File: src/rtl/core/http_request_header_validator_defines.svh
// ----------------------------------------------------------------------------
// http request header validator assertion macros
// concurrent assertion wrappers, removed for synthesis
// ----------------------------------------------------------------------------
`ifndef HTTP_REQUEST_HEADER_VALIDATOR_DEFINES_SVH
`define HTTP_REQUEST_HEADER_VALIDATOR_DEFINES_SVH

`ifndef SYNTHESIS
`define HRHV_ASSERT(lbl, clk_i, rstn_i, prop, msg) \
	lbl: assert property (@(posedge clk_i) disable iff (!rstn_i) prop) else $error(msg);
`define HRHV_ASSERT_NEXT(lbl, clk_i, rstn_i, ante, cons, msg) \
	lbl: assert property (@(posedge clk_i) disable iff (!rstn_i) ante |=> cons) else $error(msg);
`else
`define HRHV_ASSERT(lbl, clk_i, rstn_i, prop, msg)
`define HRHV_ASSERT_NEXT(lbl, clk_i, rstn_i, ante, cons, msg)
`endif

`endif

File: src/rtl/core/hrhv_pkg.sv
// ----------------------------------------------------------------------------
// hrhv_pkg
// shared types, text constants and parser step functions
// ----------------------------------------------------------------------------
package hrhv_pkg;

	localparam int          QUEUE_DEPTH     = 4;
	localparam logic [10:0] MAX_BYTES_RESET = 11'd1024;
	localparam logic [11:0] COUNT_MAX       = 12'd4095;
	localparam logic [31:0] BLANK_LINE      = 32'h0d0a0d0a;

	localparam logic [7:0] CH_CR    = 8'h0d;
	localparam logic [7:0] CH_LF    = 8'h0a;
	localparam logic [7:0] CH_SP    = 8'h20;
	localparam logic [7:0] CH_TAB   = 8'h09;
	localparam logic [7:0] CH_COLON = 8'h3a;
	localparam logic [7:0] CH_DEL   = 8'h7f;
	localparam logic [7:0] CH_ZERO  = 8'h30;
	localparam logic [7:0] CH_ONE   = 8'h31;

	localparam logic [7:0] METHOD_TEXT [3] = '{8'h47, 8'h45, 8'h54};
	localparam logic [7:0] LINE_TEXT [13] = '{8'h47, 8'h45, 8'h54, 8'h20, 8'h2f, 8'h20,
		8'h48, 8'h54, 8'h54, 8'h50, 8'h2f, 8'h31, 8'h2e};
	localparam logic [7:0] HOST_TEXT [4] = '{8'h68, 8'h6f, 8'h73, 8'h74};
	localparam logic [7:0] CL_TEXT [14] = '{8'h63, 8'h6f, 8'h6e, 8'h74, 8'h65, 8'h6e,
		8'h74, 8'h2d, 8'h6c, 8'h65, 8'h6e, 8'h67, 8'h74, 8'h68};
	localparam logic [7:0] TE_TEXT [17] = '{8'h74, 8'h72, 8'h61, 8'h6e, 8'h73, 8'h66,
		8'h65, 8'h72, 8'h2d, 8'h65, 8'h6e, 8'h63, 8'h6f, 8'h64, 8'h69, 8'h6e, 8'h67};
	localparam logic [7:0] ADDR_TEXT [14] = '{8'h31, 8'h39, 8'h32, 8'h2e, 8'h31, 8'h36,
		8'h38, 8'h2e, 8'h34, 8'h2e, 8'h31, 8'h3a, 8'h38, 8'h30};

	typedef enum logic [1:0] {ST_OK, ST_BAD, ST_METHOD, ST_HOST} status_t;
	typedef enum logic [1:0] {PH_REQ, PH_NAME, PH_VALUE, PH_DONE} phase_t;
	typedef enum logic [2:0] {VM_LEAD, VM_MATCH, VM_TRAIL, VM_FAIL, VM_NOTHOST} vmatch_t;

	typedef struct packed {
		logic [7:0] data;
		logic       fin;
		logic       is_cr;
		logic       is_lf;
	} item_t;

	typedef struct packed {
		phase_t     phase;
		logic [3:0] rl_pos;
		logic       f_space;
		logic       f_method;
		logic       f_line;
		logic [4:0] name_pos;
		logic [2:0] cand;
		logic [3:0] value_pos;
		vmatch_t    vm;
		logic       hdr_err;
		logic [1:0] host_cnt;
		logic       host_good;
	} parse_t;

	function automatic parse_t start_line(parse_t s);
		parse_t r;
		r           = s;
		r.name_pos  = '0;
		r.cand      = 3'b111;
		r.value_pos = '0;
		r.vm        = VM_LEAD;
		return r;
	endfunction

	function automatic parse_t parse_reset();
		parse_t r;
		r           = '0;
		r.phase     = PH_REQ;
		r.f_method  = 1'b1;
		r.f_line    = 1'b1;
		r.cand      = 3'b111;
		r.vm        = VM_LEAD;
		return r;
	endfunction

	function automatic logic [7:0] to_lower(logic [7:0] b);
		return (b >= 8'h41 && b <= 8'h5a) ? b + 8'd32 : b;
	endfunction

	function automatic logic is_name_char(logic [7:0] b);
		return b inside {[8'h41:8'h5a], [8'h61:8'h7a], [8'h30:8'h39], 8'h2d};
	endfunction

	function automatic parse_t plain_byte(parse_t s, logic [7:0] b);
		parse_t     r;
		logic [7:0] lb;
		logic       ows;
		logic       is_host;
		logic       forbidden;
		r         = s;
		lb        = to_lower(b);
		ows       = (b == CH_SP) || (b == CH_TAB);
		is_host   = s.cand[0] && (s.name_pos == 5'd4);
		forbidden = (s.cand[1] && (s.name_pos == 5'd14)) || (s.cand[2] && (s.name_pos == 5'd17));
		case (s.phase)
			PH_REQ: begin
				if (!s.f_space) begin
					if (b == CH_SP) begin
						r.f_space = 1'b1;
						if (s.rl_pos != 4'd3)
							r.f_method = 1'b0;
					end else if (s.rl_pos >= 4'd3) begin
						r.f_method = 1'b0;
					end else if (b != METHOD_TEXT[s.rl_pos[1:0]]) begin
						r.f_method = 1'b0;
					end
				end
				if (s.rl_pos < 4'd13) begin
					if (b != LINE_TEXT[s.rl_pos])
						r.f_line = 1'b0;
				end else if (s.rl_pos == 4'd13) begin
					if (b != CH_ZERO && b != CH_ONE)
						r.f_line = 1'b0;
				end else begin
					r.f_line = 1'b0;
				end
				if (s.rl_pos != 4'd15)
					r.rl_pos = s.rl_pos + 4'd1;
			end
			PH_NAME: begin
				if (b == CH_COLON) begin
					if (s.name_pos == 5'd0 || forbidden)
						r.hdr_err = 1'b1;
					if (is_host) begin
						if (s.host_cnt != 2'd3)
							r.host_cnt = s.host_cnt + 2'd1;
						r.vm = VM_LEAD;
					end else begin
						r.vm = VM_NOTHOST;
					end
					r.value_pos = '0;
					r.phase     = PH_VALUE;
				end else begin
					if (!is_name_char(b))
						r.hdr_err = 1'b1;
					if (s.name_pos >= 5'd4)
						r.cand[0] = 1'b0;
					else if (lb != HOST_TEXT[s.name_pos[1:0]])
						r.cand[0] = 1'b0;
					if (s.name_pos >= 5'd14)
						r.cand[1] = 1'b0;
					else if (lb != CL_TEXT[s.name_pos[3:0]])
						r.cand[1] = 1'b0;
					if (s.name_pos >= 5'd17)
						r.cand[2] = 1'b0;
					else if (lb != TE_TEXT[s.name_pos])
						r.cand[2] = 1'b0;
					r.cand = r.cand & s.cand;
					if (s.name_pos != 5'd31)
						r.name_pos = s.name_pos + 5'd1;
				end
			end
			PH_VALUE: begin
				if ((b < CH_SP && b != CH_TAB) || b == CH_DEL)
					r.hdr_err = 1'b1;
				case (s.vm)
					VM_LEAD, VM_MATCH: begin
						if (!(s.vm == VM_LEAD && ows)) begin
							if (ows) begin
								r.vm = VM_TRAIL;
							end else if (s.value_pos < 4'd14 && b == ADDR_TEXT[s.value_pos]) begin
								r.vm        = VM_MATCH;
								r.value_pos = s.value_pos + 4'd1;
							end else begin
								r.vm = VM_FAIL;
							end
						end
					end
					VM_TRAIL: begin
						if (!ows)
							r.vm = VM_FAIL;
					end
					default: ;
				endcase
			end
			default: ;
		endcase
		return r;
	endfunction

	function automatic parse_t close_line(parse_t s);
		parse_t r;
		r = s;
		case (s.phase)
			PH_REQ: begin
				if (s.rl_pos != 4'd14)
					r.f_line = 1'b0;
				r.phase = PH_NAME;
				r       = start_line(r);
			end
			PH_NAME: begin
				if (s.name_pos == 5'd0) begin
					r.phase = PH_DONE;
				end else begin
					r.hdr_err = 1'b1;
					r         = start_line(r);
				end
			end
			PH_VALUE: begin
				if (s.vm != VM_NOTHOST)
					r.host_good = (s.vm == VM_MATCH || s.vm == VM_TRAIL) &&
						(s.value_pos == 4'd11 || s.value_pos == 4'd14);
				r.phase = PH_NAME;
				r       = start_line(r);
			end
			default: ;
		endcase
		return r;
	endfunction

endpackage

File: src/rtl/core/http_request_header_validator.sv
// One request byte per cycle while the queue is not full. Bytes are accepted into a
// 4-entry queue (QUEUE_DEPTH) and the parser takes one byte from it each cycle unless
// stalled; a final byte's status is set after the byte leaves the queue, held in a
// one-deep result register that the parser keeps filling past while non-final bytes
// arrive. The parser stalls only on a final byte whose status slot is still occupied
// and not being popped.
// ----------------------------------------------------------------------------
// http_request_header_validator
// streaming request header checker with queue-style ports
// ----------------------------------------------------------------------------
`include "http_request_header_validator_defines.svh"

module http_request_header_validator #(
	parameter int QUEUE_DEPTH = hrhv_pkg::QUEUE_DEPTH
) (
	input  logic        clk,
	input  logic        arst_n,
	input  logic        cfg_we,
	input  logic [10:0] cfg_wdata,
	input  logic        push,
	output logic        full,
	input  logic [7:0]  data_byte,
	input  logic        final_byte,
	output logic        empty,
	input  logic        pop,
	output logic [1:0]  status
);
	import hrhv_pkg::*;

	logic  q_valid;
	logic  q_pop;
	item_t q_item;

	hrhv_front #(
		.DEPTH(QUEUE_DEPTH)
	) u_front (
		.clk       (clk),
		.arst_n    (arst_n),
		.push      (push),
		.data_byte (data_byte),
		.final_byte(final_byte),
		.full      (full),
		.q_valid   (q_valid),
		.q_item    (q_item),
		.q_pop     (q_pop)
	);

	hrhv_back u_back (
		.clk      (clk),
		.arst_n   (arst_n),
		.cfg_we   (cfg_we),
		.cfg_wdata(cfg_wdata),
		.q_valid  (q_valid),
		.q_item   (q_item),
		.q_pop    (q_pop),
		.pop      (pop),
		.empty    (empty),
		.status   (status)
	);

	`HRHV_ASSERT(a_pop_needs_item, clk, arst_n, q_pop |-> q_valid, "parser took from an empty queue")
	`HRHV_ASSERT(a_fin_slot_free, clk, arst_n, (q_pop && q_item.fin) |-> (empty || pop), "status slot overwritten")
	`HRHV_ASSERT_NEXT(a_fin_gives_status, clk, arst_n, (q_pop && q_item.fin), !empty, "final item gave no status")

endmodule

File: src/rtl/core/hrhv_front.sv
// ----------------------------------------------------------------------------
// hrhv_front
// byte intake: classifies each item and queues it for the parser
// ----------------------------------------------------------------------------
module hrhv_front #(
	parameter int DEPTH = hrhv_pkg::QUEUE_DEPTH
) (
	input  logic              clk,
	input  logic              arst_n,
	input  logic              push,
	input  logic [7:0]        data_byte,
	input  logic              final_byte,
	output logic              full,
	output logic              q_valid,
	output hrhv_pkg::item_t   q_item,
	input  logic              q_pop
);
	import hrhv_pkg::*;

	localparam int AW = (DEPTH > 1) ? $clog2(DEPTH) : 1;
	localparam int CW = $clog2(DEPTH + 1);

	item_t         mem_q [DEPTH];
	item_t         item_in;
	logic [AW-1:0] wr_ptr_q;
	logic [AW-1:0] rd_ptr_q;
	logic [CW-1:0] count_q;
	logic          wr_en;
	logic          rd_en;

	always_comb begin
		item_in.data  = data_byte;
		item_in.fin   = final_byte;
		item_in.is_cr = (data_byte == CH_CR);
		item_in.is_lf = (data_byte == CH_LF);
	end

	assign full    = (count_q == CW'(DEPTH));
	assign q_valid = (count_q != '0);
	assign q_item  = mem_q[rd_ptr_q];
	assign wr_en   = push && !full;
	assign rd_en   = q_pop && q_valid;

	always_ff @(posedge clk) begin
		if (wr_en)
			mem_q[wr_ptr_q] <= item_in;
	end

	always_ff @(posedge clk or negedge arst_n) begin
		if (!arst_n) begin
			wr_ptr_q <= '0;
			rd_ptr_q <= '0;
			count_q  <= '0;
		end else begin
			if (wr_en)
				wr_ptr_q <= (wr_ptr_q == AW'(DEPTH - 1)) ? '0 : wr_ptr_q + AW'(1);
			if (rd_en)
				rd_ptr_q <= (rd_ptr_q == AW'(DEPTH - 1)) ? '0 : rd_ptr_q + AW'(1);
			if (wr_en && !rd_en)
				count_q <= count_q + CW'(1);
			else if (rd_en && !wr_en)
				count_q <= count_q - CW'(1);
		end
	end

endmodule

File: src/rtl/core/hrhv_back.sv
// ----------------------------------------------------------------------------
// hrhv_back
// parser: line framing, request line and header checks, status register
// ----------------------------------------------------------------------------
module hrhv_back (
	input  logic            clk,
	input  logic            arst_n,
	input  logic            cfg_we,
	input  logic [10:0]     cfg_wdata,
	input  logic            q_valid,
	input  hrhv_pkg::item_t q_item,
	output logic            q_pop,
	input  logic            pop,
	output logic            empty,
	output logic [1:0]      status
);
	import hrhv_pkg::*;

	logic [10:0] max_q;
	logic [11:0] count_q;
	logic [23:0] recent_q;
	logic        early_q;
	logic        held_q;
	parse_t      ps_q;
	logic        out_valid_q;
	status_t     status_q;

	logic [31:0] four;
	logic        blank_now;
	logic [11:0] count_n;
	parse_t      ps_cr;
	parse_t      ps_n;
	logic        held_n;
	status_t     status_n;

	assign q_pop     = q_valid && (!q_item.fin || !out_valid_q || pop);
	assign empty     = !out_valid_q;
	assign status    = status_q;
	assign four      = {recent_q, q_item.data};
	assign blank_now = (four == BLANK_LINE);
	assign count_n   = (count_q != COUNT_MAX) ? count_q + 12'd1 : count_q;

	always_comb begin
		ps_cr  = held_q ? plain_byte(ps_q, CH_CR) : ps_q;
		ps_n   = ps_q;
		held_n = 1'b0;
		if (held_q && q_item.is_lf) begin
			ps_n = close_line(ps_q);
		end else if (q_item.is_cr) begin
			ps_n   = ps_cr;
			held_n = 1'b1;
		end else begin
			ps_n = plain_byte(ps_cr, q_item.data);
		end
		if (count_n > {1'b0, max_q} || early_q || !blank_now)
			status_n = ST_BAD;
		else if (!ps_n.f_space)
			status_n = ST_BAD;
		else if (!ps_n.f_method)
			status_n = ST_METHOD;
		else if (!ps_n.f_line || ps_n.hdr_err)
			status_n = ST_BAD;
		else if (ps_n.host_cnt != 2'd1 || !ps_n.host_good)
			status_n = ST_HOST;
		else
			status_n = ST_OK;
	end

	always_ff @(posedge clk or negedge arst_n) begin
		if (!arst_n) begin
			max_q <= MAX_BYTES_RESET;
		end else if (cfg_we) begin
			max_q <= cfg_wdata;
		end
	end

	always_ff @(posedge clk or negedge arst_n) begin
		if (!arst_n) begin
			count_q  <= '0;
			recent_q <= '0;
			early_q  <= 1'b0;
			held_q   <= 1'b0;
			ps_q     <= parse_reset();
		end else if (q_pop) begin
			if (q_item.fin) begin
				count_q  <= '0;
				recent_q <= '0;
				early_q  <= 1'b0;
				held_q   <= 1'b0;
				ps_q     <= parse_reset();
			end else begin
				count_q  <= count_n;
				recent_q <= four[23:0];
				early_q  <= early_q || blank_now;
				held_q   <= held_n;
				ps_q     <= ps_n;
			end
		end
	end

	always_ff @(posedge clk or negedge arst_n) begin
		if (!arst_n) begin
			out_valid_q <= 1'b0;
			status_q    <= ST_OK;
		end else begin
			if (q_pop && q_item.fin) begin
				out_valid_q <= 1'b1;
				status_q    <= status_n;
			end else if (pop) begin
				out_valid_q <= 1'b0;
			end
		end
	end

endmodule

File: config.mk
export PLATFORM = sky130hd
export DESIGN_NAME = http_request_header_validator
export DESIGN_NICKNAME = d
export VERILOG_FILES = /design/src/rtl/core/hrhv_pkg.sv /design/src/rtl/core/http_request_header_validator.sv /design/src/rtl/core/hrhv_front.sv /design/src/rtl/core/hrhv_back.sv
export VERILOG_INCLUDE_DIRS = /design/src /design/src/rtl/core
export SDC_FILE = /design/constraint.sdc
export NUM_CORES = 1
export LEC_CHECK = 0
export BUFFER_PORTS_ARGS = -buffer_cell sky130_fd_sc_hd__buf_2
export CAP_MARGIN = 40
export CORE_MARGIN = 2
export CORE_UTILIZATION = 45
export CTS_BUF_LIST = sky130_fd_sc_hd__clkbuf_16
export DETAILED_ROUTE_END_ITERATION = 8
export HOLD_SLACK_MARGIN = 0.15
export PLACE_DENSITY = 0.71
export SYNTH_ARGS = -nofsm -noshare
export SYNTH_HDL_FRONTEND = slang
export SYNTH_SLANG_ARGS = --single-unit
File: constraint.sdc
create_clock -name clk -period 9.77 [get_ports clk]
set_input_delay 0.4885 -clock clk [delete_from_list [all_inputs] [get_ports clk]]
set_output_delay 0.4885 -clock clk [all_outputs]
set_load 0.01 [all_outputs]
==> parameters.txt, run 1 <==
Parameter                              Value

Outcome
  Result of the run ... complete, no violations

STA
  Worst-case setup margin in the final layout ... 5.760 ns
  Top achievable clock speed ... 0.2494 GHz
  Fin crit period ... 4.010 ns
  Worst max-slew margin expressed relative to the limit ... 0.3860
  Final TNS setup ... 0 ns
  Transition time at the pin with the least slew margin ... 0.9210 ns
  Unrepaired setup endpoints after global routing ... no
  Total count of max-transition violations in the final report ... 0
  Final Hold Vio Count ... 0
  Setup violation total in the final timing report ... 0
  Layout Skew ... 0.007631 ns
  Post-route clock period utilization ... 0.4104
  Worst-case hold slack ... 0.2721 ns

GRT
  GR Util met1 ... 0.2863
  Global-route layer with the greatest usage ... met2
  All-layer global routing usage ... 0.2107
  Overflow after GRT ... 0
  Global-route met2 utilization ... 0.3437
  Global-route wire length before repair ... 33350 µm
  Via count of the first global-routing pass ... 6492
  Largest net degree at the start of global routing ... 55
  GR Util met3 ... 0.03145
  Number of antenna violations at the first check in global routing ... 0

Clock tree
  CTS H-tree lvls ... 4
  Worst-skew pair later-pin latency ... 0.42 ns
  # hold bufs at CTS ... 1
  Count of buffers added by post-CTS timing repair for setup ... 0
  Clock-pin slew of the registers on the worst-case setup and hold paths ... 0.06 ns
  TritonCTS clock tree ... yes
  Number of buffers between clock root and the deepest sink ... 2
  Total clock sinks ... 131
  Count of cells resized by post-cts repair ... 0
  Clock Root Buffer ... clkbuf_16
  Number of buffers created by CTS ... 17

Worst setup path
  Critical Path AT ... 4.32 ns
  Maximum net fanout on the critical path ... 13
  Capturing element type of the critical path ... register
  Data required time of the critical path ... 10.08 ns
  R2r worst-path depth ... 14
  CP Launch Type ... register
  Setup CP Type ... reg -> reg

Synth
  Nets in the synthesized netlist ... 920
  Fraction of synthesized cell area taken by the top area cell type ... 0.2429
  Post-synthesis sequential element count ... 131
  Synth Area per Inst ... 9.817 µm²
  Most area-hungry cell type in the Yosys netlist ... dfrtp_1
  Commonest register cell after synthesis ... dfrtp_1
  Post-Synthesis Cell Area ... 8344 µm²
  Number of synthesized flops with an enable pin ... 44
  Top area cells in the synthesized netlist ... dfrtp_1, edfxtp_1, ha_1, o21ai_0, nand2_1
  Warnings, synthesis ... 0
  Post-synthesis sequential area ratio ... 0.4202
  Synth Instances ... 850
  Async S/R FF share, synth ... 0.6641
  Distinct cells, synth ... 84

Placement
  Instance area after placement ... 8648 µm²
  Placer's final routability congestion estimate ... 0.9177
  Placed Instances ... 1070
  IO Port Bufs ... 28
  Worst setup slack after placement ... 5.961 ns
  Half-perimeter wire length after placement ... 14010 µm

Cells and area
  Filler Cell Count ... 1580
  Post-route cell area ... 9298 µm²
  Share of final-layout standard cells stronger than drive strength 1 ... 0.1190
  NumNets Final ... 931
  Final cell count without fillers ... 1103
  Leading cell types in the layout, fill and taps excluded ... dfrtp_1, nand2_1, o21ai_0
  Signed area change from the synthesized netlist to the final layout ... 11.43%
  Final core area utilization ... 0.5141
  Antenna Diode Count ... 0
  Most common library cell in the layout ignoring fill and taps ... dfrtp_1

Drt
  First-iteration detailed-routing DRC count ... 533
  Post-detailed-routing wire length ... 20180 µm
  Vias per std cell ... 6.135
  Final routed DRC violation total ... 0
  Detail-routed net length per standard cell ... 18.29 µm
  Via Count ... 6767
  Drt pass-1 iters ... 5
  Final ANT Viol Nets ... 0

Floorplan
  Number of rows in the core area ... 49
  Number of placed I/O pins ... 29
  Die Footprint ... 19650 µm²
  Vert. Die Dim ... 140.2 µm
  Initial Utilization ... 0.4614
  Horizontal extent of the die ... 140.2 µm
  Core footprint ... 18090 µm²

Power
  Part of the total power dissipated in combinational logic ... 0.450
  Int Power ... 1.616 mW
  P per Cell Area ... 296.1 nW/µm²
  Lkg Pwr ... 3.713 nW
  Clock network power share ... 0.251
  Switching share of power ... 0.4129
  Post-route total power ... 2.753 mW
  Switching power ... 1.137 mW
  Peak supply drop ... 0.1990 mV
  Flop pwr share ... 0.299

Min path
  Hold/Removal Path Class ... in -> reg
  Cell depth of the worst min-delay path ... 2

Job
  Max_cap viols ... 0
[power by group through the flow]
stage	combinational [mW]	clock (mW)	sequential [mW]
finish	1.24	0.692	0.823
global route	1.35	0.721	0.842
CTS	1.23	0.701	0.822
detailed placement	1.22	0	0.830
global placement	1.20	0	0.827
floorplan	0.961	0	0.777
[registers in the layout, summed over array words and instances, names as in the netlist]
register / cells
u_front.mem_q: 44
u_back.ps_q: 28
u_back.recent_q: 24
u_back.count_q: 12
u_back.max_q: 11
u_front.count_q: 3
u_back.status: 2
u_front.rd_ptr_q: 2
u_front.wr_ptr_q: 2
u_back.early_q: 1
u_back.held_q: 1
u_back.out_valid_q: 1
[critical path, cell delays in order, from the launching register on]
cell and delay, ns:
dfrtp_1 0.41, ha_1 0.24, nand2_1 0.07, nor4_1 0.52
nand3_1 0.51, mux2_2 0.45, ha_1 0.30, nor2b_1 0.14
o21ai_0 0.16, nand2b_1 0.08, a31oi_1 0.18, o31ai_1 0.14
a2111oi_4 0.42, nand3_2 0.10, o21a_1 0.18
[logic make-up after synthesis]
kind of cell | share of synthesized area
AO/OA/AOI/OAI | 0.1939
XOR/XNOR | 0.04303
adder cells (fa/ha/maj) | 0.06838
buffers and inverters | 0.04048
flip-flops | 0.4202
multiplexers | 0.05038
AND/OR/NAND/NOR | 0.1837
[final timing paths]
check / start / end / slack (ns)
min reg2reg: u_back.ps_q[20] / u_back.ps_q[20] / 0.48
max in group asynchronous: arst_n / u_back.recent_q[16] / 8.20
max reg2reg: u_back.count_q[0] / u_back.status[0] / 5.76
min: pop / u_back.out_valid_q / 0.27
min in group asynchronous: arst_n / u_back.max_q[8] / 0.54
max: u_back.count_q[0] / u_back.status[0] / 5.76
[area by class of cell]
type,count,area [µm²],area share
clock buffer,17,425.4,0.04575
clock inverter,15,214.0,0.02301
inverter,40,150.1,0.01615
multi-input combinational,634,4503,0.4843
sequential,131,3506,0.3771
tap,229,286.5,0.03082
timing repair buffer,37,212.7,0.02288
[cell usage after synthesis, types with 12 or more instances]
library cell,count
xnor2_1,30
o21ai_0,67
edfxtp_1,44
nand2b_1,12
dfrtp_1,81
nand2_1,80
nand3_1,28
a22o_1,34
inv_1,37
nor3_1,23
nand4_1,17
a31oi_1,16
a21oi_1,39
clkbuf_1,36
nor2_1,37
ha_1,44
nor4_1,12
and2_1,12
[metal layers]
metal	share of wire	routed length (µm)
met1	0.45	9147
met2	0.48	9684
met3	0.043	859
met4	0.024	486
met5	0	0
No activity file was read; power rests on OpenSTA's default activity.
==> inputs of run 2 (changes only) <==
==> constraint.sdc (replaced) <==
create_clock -name clk -period 3.7 [get_ports clk]
set_input_delay 0.185 -clock clk [delete_from_list [all_inputs] [get_ports clk]]
set_output_delay 0.185 -clock clk [all_outputs]
set_load 0.01 [all_outputs]
==> run 2 against run 1 <==
Effect of this change:
- sequential power rose to 2.6 times the previous value
- core utilization rose by 1.9 points
- clock-buffer cell count did not move
- clock power rose by 150%
- die area did not move
- final cell count rose by 3.6%
- total power rose to 2.6 times the previous value
- routed wire length rose by 0.71%
- first-iteration DRC count rose by 23%
- fmax rose by 16%
==> parameters.txt, run 2 (synthesized netlist as in run 1, its figures left out) <==
Parameter                              Value

Cells and area
  Register ranked first by flip-flop count ... u_front.mem_q
  Antenna Diode Count ... 0 (unchanged)
  Signed area change from the synthesized netlist to the final layout ... 15.53%
  Share of final-layout standard cells stronger than drive strength 1 ... 0.1324 (+0.01339)
  Filler Cell Count ... 1548 (-2.0%)
  Top Registers ... u_front.mem_q: 44 flops, u_back.ps_q: 28 flops, u_back.recent_q: 24 flops
  Register Area ... 3506 µm² (unchanged)
  Most common library cell in the layout ignoring fill and taps ... dfrtp_1
  Area occupied by multi-input gates ... 4523 µm² (+0.44%)
  Largest register FFs ... 44 (unchanged)
  NumNets Final ... 972 (+4.4%)
  Leading cell types in the layout, fill and taps excluded ... dfrtp_1, nand2_1, o21ai_0

STA
  Top achievable clock speed ... 0.2897 GHz (+16%)
  Worst max-slew margin expressed relative to the limit ... 0.5019 (+0.1159)
  Layout Skew ... 0.009115 ns (+0.001484 ns)
  Setup violation total in the final timing report ... 0 (unchanged)
  Fin crit period ... 3.451 ns (-0.5583 ns)
  Final TNS setup ... 0 ns (unchanged)
  Total count of max-transition violations in the final report ... 0 (unchanged)
  Post-route clock period utilization ... 0.9328 (+0.5224)
  Unrepaired setup endpoints after global routing ... no
  Final Hold Vio Count ... 0 (unchanged)
  Worst-case setup margin in the final layout ... 0.2485 ns (-5.512 ns)
  Transition time at the pin with the least slew margin ... 0.7472 ns (-0.1738 ns)

Floorplan
  Number of placed I/O pins ... 29 (unchanged)
  Number of rows in the core area ... 49 (unchanged)
  Vert. Die Dim ... 140.2 µm (unchanged)
  Horizontal extent of the die ... 140.2 µm (unchanged)
  Die Footprint ... 19650 µm² (unchanged)
  Initial Utilization ... 0.4614 (unchanged)
  Core footprint ... 18090 µm² (unchanged)

Clock tree
  Worst-skew pair later-pin latency ... 0.42 ns (about the same)
  Clock Root Buffer ... clkbuf_16
  Count of buffers added by post-CTS timing repair for setup ... 0 (unchanged)
  Clock-pin slew of the registers on the worst-case setup and hold paths ... 0.06 ns (about the same)
  Total clock sinks ... 131 (unchanged)
  TritonCTS clock tree ... yes
  CTS H-tree lvls ... 4 (unchanged)
  Number of buffers created by CTS ... 17 (unchanged)
  Number of buffers between clock root and the deepest sink ... 2 (unchanged)

Worst setup path
  Data required time of the critical path ... 4.01 ns (-6.07 ns)
  Capturing element type of the critical path ... register
  Critical Path AT ... 3.76 ns (-0.56 ns)
  Maximum net fanout on the critical path ... 7 (-6)
  CP Launch Type ... register
  R2r worst-path depth ... 14 (unchanged)
  Reg2Reg Launch Point ... u_back.count_q[0]
  Worst reg2reg endpoint ... u_back.status[0]
  Setup CP Type ... reg -> reg
  Flop-to-flop setup slack ... 0.25 ns (-5.51 ns)

Placement
  Half-perimeter wire length after placement ... 13950 µm (-0.44%)
  Placer's final routability congestion estimate ... 0.8868 (-3.4%)
  IO Port Bufs ... 28 (unchanged)
  Worst setup slack after placement ... 0.06510 ns (-5.896 ns)

GRT
  Via count of the first global-routing pass ... 6698 (+3.2%)
  Overflow after GRT ... 0 (unchanged)
  Number of antenna violations at the first check in global routing ... 0 (unchanged)
  Largest net degree at the start of global routing ... 59 (+7.3%)
  Global-route wire length before repair ... 33810 µm (+1.4%)
  All-layer global routing usage ... 0.2135 (+0.002766)

Drt
  Post-detailed-routing wire length ... 20320 µm (+0.71%)
  Final routed DRC violation total ... 0 (unchanged)
  Drt pass-1 iters ... 5 (unchanged)
  Via Count ... 6847 (+1.2%)
  Vias per std cell ... 5.990 (-2.4%)
  First-iteration detailed-routing DRC count ... 657 (+23%)
  Detail-routed net length per standard cell ... 17.78 µm (-2.8%)
  Final ANT Viol Nets ... 0 (unchanged)

Power
  P per Cell Area ... 755.2 nW/µm² (+160%)
  Lkg Pwr ... 3.893 nW (+4.8%)
  Peak supply drop ... 0.5171 mV (+160%)

Min path
  Worst-case hold path end point ... u_back.max_q[5]
  Startpoint of the worst hold path ... cfg_we
  Hold/Removal Path Class ... in -> reg
  Cell depth of the worst min-delay path ... 3 (+1)

Outcome
  Result of the run ... complete, no violations

Job
  Max_cap viols ... 0 (unchanged)
run 2: cell types whose count changed in the layout (fill, tap and decap cells not counted), moves of 2 or more:
| cell | before | now |
|---|---|---|
| dlygate4sd3_1 | 1 | 25 |
| clkinv_4 | 2 | 0 |
| clkinv_1 | 3 | 5 |
| clkinv_2 | 3 | 6 |
| buf_4 | 9 | 26 |
run 2: worst max-delay path: stages, from the launching register on:
cell,delay [ns]
dfrtp_1,0.41
ha_1,0.24
nand2_1,0.12
nor4_4,0.35
nand3_2,0.21
mux2_2,0.33
ha_1,0.31
nor2b_1,0.13
o21ai_0,0.17
nand2b_1,0.08
a31oi_1,0.17
o31ai_1,0.14
a2111oi_4,0.41
nand3_2,0.09
o21a_1,0.18
run 2: timing repair:
action | CTS | global route
hold buffers | 25 | 0
hold endpoints to repair | 107 | 0
setup endpoints to repair | 0 | 2
resized for setup | 0 | 3
run 2: routing by layer:
layer  share of wire  global-route usage  up-vias
li1                -                   -     3294
met1            0.45              0.2847     3299
met2            0.48              0.3519      215
met3           0.051             0.04274       39
met4           0.021             0.06858        0
met5               0                   0        -
run 2: power breakdown:
part,internal (mW),total [mW],switching [mW]
Clock,1.11,1.71,0.609
Combinational,1.32,3.43,2.11
Sequential,1.87,2.14,0.265
Total,4.30,7.28,2.98
run 2: final cells by class:
class | instances | area share
multi-input cells | 634 | 0.4692
inverters | 40 | 0.01557
clock inverters | 14 | 0.01752
repair buffers | 78 | 0.06022
flip-flops and latches | 131 | 0.3637
well taps | 229 | 0.02972
clock buffers | 17 | 0.04413
run 2: how the worst max path moves through the flow:
stage	end	startpoint	slack, ns
2_1_floorplan	u_back.status[0]	u_back.count_q[0]	0.49
3_3_place_gp	u_back.status[0]	u_back.count_q[0]	0.19
3_5_place_dp	u_back.status[0]	u_back.count_q[0]	0.07
4_1_cts	u_back.status[0]	u_back.count_q[0]	0.02
5_1_grt	u_back.status[0]	u_back.count_q[0]	0.02
6_report	u_back.status[0]	u_back.count_q[0]	0.25
run 2: per-stage QoR:
step / cells / total power [mW] / area, µm² / utilization / hold WS (ns)
floorplan: 850 / 4.589 / 8344 / - / -0.1106
global placement: 1086 / 5.466 / 8768 / 0.4848 / 0.3023
detailed placement: 1087 / 5.511 / 8776 / 0.4852 / 0.3012
CTS: 1143 / 7.272 / 9620 / 0.5319 / 0.1513
global route: 1143 / 7.756 / 9641 / 0.5330 / 0.2024
finish: 1143 / 7.280 / 9641 / 0.5330 / 0.1765
==> inputs of run 3 (changes only) <==
--- a/config.mk
+++ b/config.mk
@@ -16,4 +16,5 @@
 export PLACE_DENSITY = 0.71
 export SYNTH_ARGS = -nofsm -noshare
 export SYNTH_HDL_FRONTEND = slang
+export SYNTH_HIERARCHICAL = 1
 export SYNTH_SLANG_ARGS = --single-unit
==> run 3 against run 2 <==
Effect of this change:
- final cell count up 14%
- clock skew up 0.0037 ns
- largest cell class unchanged
- via count increased by 11%
- combinational power rose by 25%
- sequential share of layout area decreased by 3.2 points
- synthesized cell count grew 12%
- hold slack worse by 0.0086 ns
==> parameters.txt, run 3 <==
Parameter                              Value

Worst setup path
  Crit-path most repeated cell ... inv_2
  Critical Path AT ... 3.90 ns (+0.14 ns)
  Kind of cell adding the most delay to the critical path ... compound AO/OA/AOI/OAI gates
  Worst stage delay on the critical path ... 0.46 ns (+0.05 ns)
  Maximum net fanout on the critical path ... 6 (-1)
  Ordered cell list for the critical path ... inv_2 -> ha_4 -> and3_1 -> a211oi_4 -> inv_2 -> ha_1 -> and3b_1 -> mux2i_4 -> o21ai_0 -> a32oi_1 -> o211ai_1 -> o41ai_2 -> buf_4 -> or4b_1 -> o21bai_2
  CP Launch Type ... register
  Buffers plus inverters on the worst setup path ... 3 (+3)
  Slowest cell on crit path ... or4b_1
  Setup CP Type ... reg -> reg
  Capturing element type of the critical path ... register
  Data required time of the critical path ... 4.04 ns (+0.03 ns)

Cells and area
  Post-route cell area ... 10590 µm² (+9.9%)
  Register ranked first by flip-flop count ... u_front/mem_q
  Signed area change from the synthesized netlist to the final layout ... 17.80%
  Top Registers ... u_front/mem_q: 44 flops, u_back/ps_q: 28 flops, u_back/recent_q: 24 flops
  Share of final-layout standard cells stronger than drive strength 1 ... 0.1803 (+0.04794)
  Leading cell types in the layout, fill and taps excluded ... nand2_1, dfrtp_1, buf_4, a21oi_1, ha_1
  Final core area utilization ... 0.5425 (+0.009450)
  NumNets Final ... 1102 (+13%)
  Final cell count without fillers ... 1302 (+14%)
  Antenna Diode Count ... 0 (unchanged)
  Largest register FFs ... 44 (unchanged)
  Most common library cell in the layout ignoring fill and taps ... nand2_1

Floorplan
  Initial Utilization ... 0.4605 (-0.0008349)
  Die Footprint ... 21130 µm² (+7.5%)
  Vert. Die Dim ... 145.4 µm (+3.7%)
  Number of placed I/O pins ... 29 (unchanged)
  Core footprint ... 19530 µm² (+8.0%)
  Horizontal extent of the die ... 145.4 µm (+3.7%)
  Number of rows in the core area ... 51 (+4.1%)

Placement
  IO Port Bufs ... 28 (unchanged)
  Instance area after placement ... 9605 µm² (+9.5%)
  Placer's final routability congestion estimate ... 0.9176 (+3.5%)
  Placed Instances ... 1239 (+14%)
  Half-perimeter wire length after placement ... 15360 µm (+10%)

STA
  Post-route clock period utilization ... 0.9608 (+0.02794)
  Layout Skew ... 0.01281 ns (+0.003693 ns)
  Top achievable clock speed ... 0.2813 GHz (-2.9%)
  Fin crit period ... 3.555 ns (+0.1034 ns)
  Total count of max-transition violations in the final report ... 0 (unchanged)
  Worst max-slew margin expressed relative to the limit ... 0.4468 (-0.05512)
  Setup violation total in the final timing report ... 0 (unchanged)
  Final Hold Vio Count ... 0 (unchanged)
  Worst-case hold slack ... 0.1679 ns (-0.008575 ns)
  Transition time at the pin with the least slew margin ... 0.8183 ns (+0.07115 ns)

Synth
  Dominant cell by count in the synthesized netlist ... nand2_1
  Post-Synthesis Cell Area ... 8992 µm² (+7.8%)
  Compound-gate portion of the synthesized area ... 0.1656 (-0.02831)
  Top area cells in the synthesized netlist ... dfrtp_1, edfxtp_1, ha_1, nand2_1, a21oi_1
  Synth Instances ... 953 (+12%)
  Post-synthesis sequential area ratio ... 0.3899 (-0.03028)
  Synth Area per Inst ... 9.436 µm² (-3.9%)
  Combinational family with the most area after synthesis ... simple AND/OR/NAND/NOR gates
  Nets in the synthesized netlist ... 1031 (+12%)
  Post-synthesis sequential element count ... 131 (unchanged)
  Async S/R FF share, synth ... 0.6641 (unchanged)
  Portion of netlist area occupied by mux cells ... 0.06400 (+0.01362)
  Distinct cells, synth ... 94 (+12%)
  Area share of and/or/nand/nor cells after synthesis ... 0.2148 (+0.03115)
  Warnings, synthesis ... 6 (+6)
  Fraction of synthesized cell area taken by the top area cell type ... 0.2254 (-0.01751)
  Post-synthesis share of cell area spent on full adders, half adders and majority gates ... 0.07458 (+0.006203)
  Commonest register cell after synthesis ... dfrtp_1
  Post-synthesis share of cell area spent on xor and xnor gates ... 0.03799 (-0.005050)
  Most area-hungry cell type in the Yosys netlist ... dfrtp_1
  List of most frequent post-synthesis cells ... nand2_1, dfrtp_1, a21oi_1
  Number of synthesized flops with an enable pin ... 44 (unchanged)

Clock tree
  Clock Root Buffer ... clkbuf_16
  Clock-pin slew of the registers on the worst-case setup and hold paths ... 0.06 ns (about the same)
  TritonCTS clock tree ... yes
  CTS H-tree lvls ... 4 (unchanged)
  Number of buffers created by CTS ... 17 (unchanged)
  Total clock sinks ... 131 (unchanged)
  Number of buffers between clock root and the deepest sink ... 2 (unchanged)
  Worst-skew pair later-pin latency ... 0.43 ns (about the same)

GRT
  Global-route wire length before repair ... 36820 µm (+8.9%)
  Via count of the first global-routing pass ... 7285 (+8.8%)
  Overflow after GRT ... 0 (unchanged)
  All-layer global routing usage ... 0.2130 (-0.0004587)
  Number of antenna violations at the first check in global routing ... 0 (unchanged)
  Largest net degree at the start of global routing ... 56 (-5.1%)

Drt
  First-iteration detailed-routing DRC count ... 758 (+15%)
  Vias per std cell ... 5.831 (-2.7%)
  Detail-routed net length per standard cell ... 17.18 µm (-3.4%)
  Final ANT Viol Nets ... 0 (unchanged)
  Drt pass-1 iters ... 5 (unchanged)
  Final routed DRC violation total ... 0 (unchanged)
  Via Count ... 7592 (+11%)
  Post-detailed-routing wire length ... 22370 µm (+10%)

Power
  Lkg Pwr ... 4.547 nW (+17%)
  Post-route total power ... 8.167 mW (+12%)
  P per Cell Area ... 771.0 nW/µm² (+2.1%)
  Peak supply drop ... 0.4567 mV (-12%)

Outcome
  Result of the run ... complete, no violations

Min path
  Hold/Removal Path Class ... in -> reg

Job
  Max_cap viols ... 0 (unchanged)
## run 3: cell types whose count changed after synthesis, sizes merged, moves of 9 or more
cell	delta
nor2	+9
a21oi	+23
o21ai	-24
buf	+20
a22o	-29
nand2	+59
nand3b	+21
nand3	-11
## run 3: where the power goes
part / internal, mW / switching (mW) / total (mW)
combinational: 1.82 / 2.49 / 4.30
clock: 1.05 / 0.630 / 1.68
sequential: 1.89 / 0.289 / 2.18
total: 4.76 / 3.41 / 8.17
## run 3: path summary, 6_finish.rpt
check,start,to,slack (ns),depth (start not counted)
worst min-delay path,cfg_we,u_back/max_q[2],0.17,2
max in group asynchronous,arst_n,u_front/rd_ptr_q[0],2.64,4
worst min register to register,u_back/recent_q[20],u_back/recent_q[20],0.47,2
min in group asynchronous,arst_n,u_back/recent_q[12],0.20,2
worst max register to register,u_back/ps_q[22],u_back/status[1],0.15,15
worst max-delay path,u_back/ps_q[22],u_back/status[1],0.15,15
## run 3: through the flow
step	setup TNS, ns	setup slack [ns]
global placement	0	0.1690
CTS	0	0.004548
global route	-0.004667	-0.004667
floorplan	0	0.05627
detailed placement	0	0.02319
finish	0	0.1451
## run 3: kinds of logic after synthesis
family,count (synthesis)
AOI/OAI and AO/OA,223
adders and majority gates,53
muxes,37
xor gates and xnor gates,39
and+or+nand+nor,364
DFF,131
buffers and inverters,106
## run 3: cell type report
type                            instances  area [µm²]
Clock buffer                           17       425.4
Clock inverter                         15       166.4
Fill cell                            1709        8934
Inverter                               41       156.4
Multi-Input combinational cell        716        5097
Sequential cell                       131        3510
Tap cell                              265       331.6
Timing Repair Buffer                  117       905.9
## run 3: repair_timing
| action | in CTS | in global routing |
|---|---|---|
| hold endpoints to repair | 118 | 0 |
| hold buffers | 30 | 0 |
| endpoints found under the setup margin | 0 | 3 |
| resized for setup | 0 | 20 |
| buffers inserted | 0 | 1 |
## run 3: routing by layer
metal,part of all wire,vias up,track usage
li1,-,3618,-
met3,0.053,35,0.03668
met2,0.49,250,0.3498
met5,0,-,0
met4,0.017,0,0.07598
met1,0.44,3689,0.2857
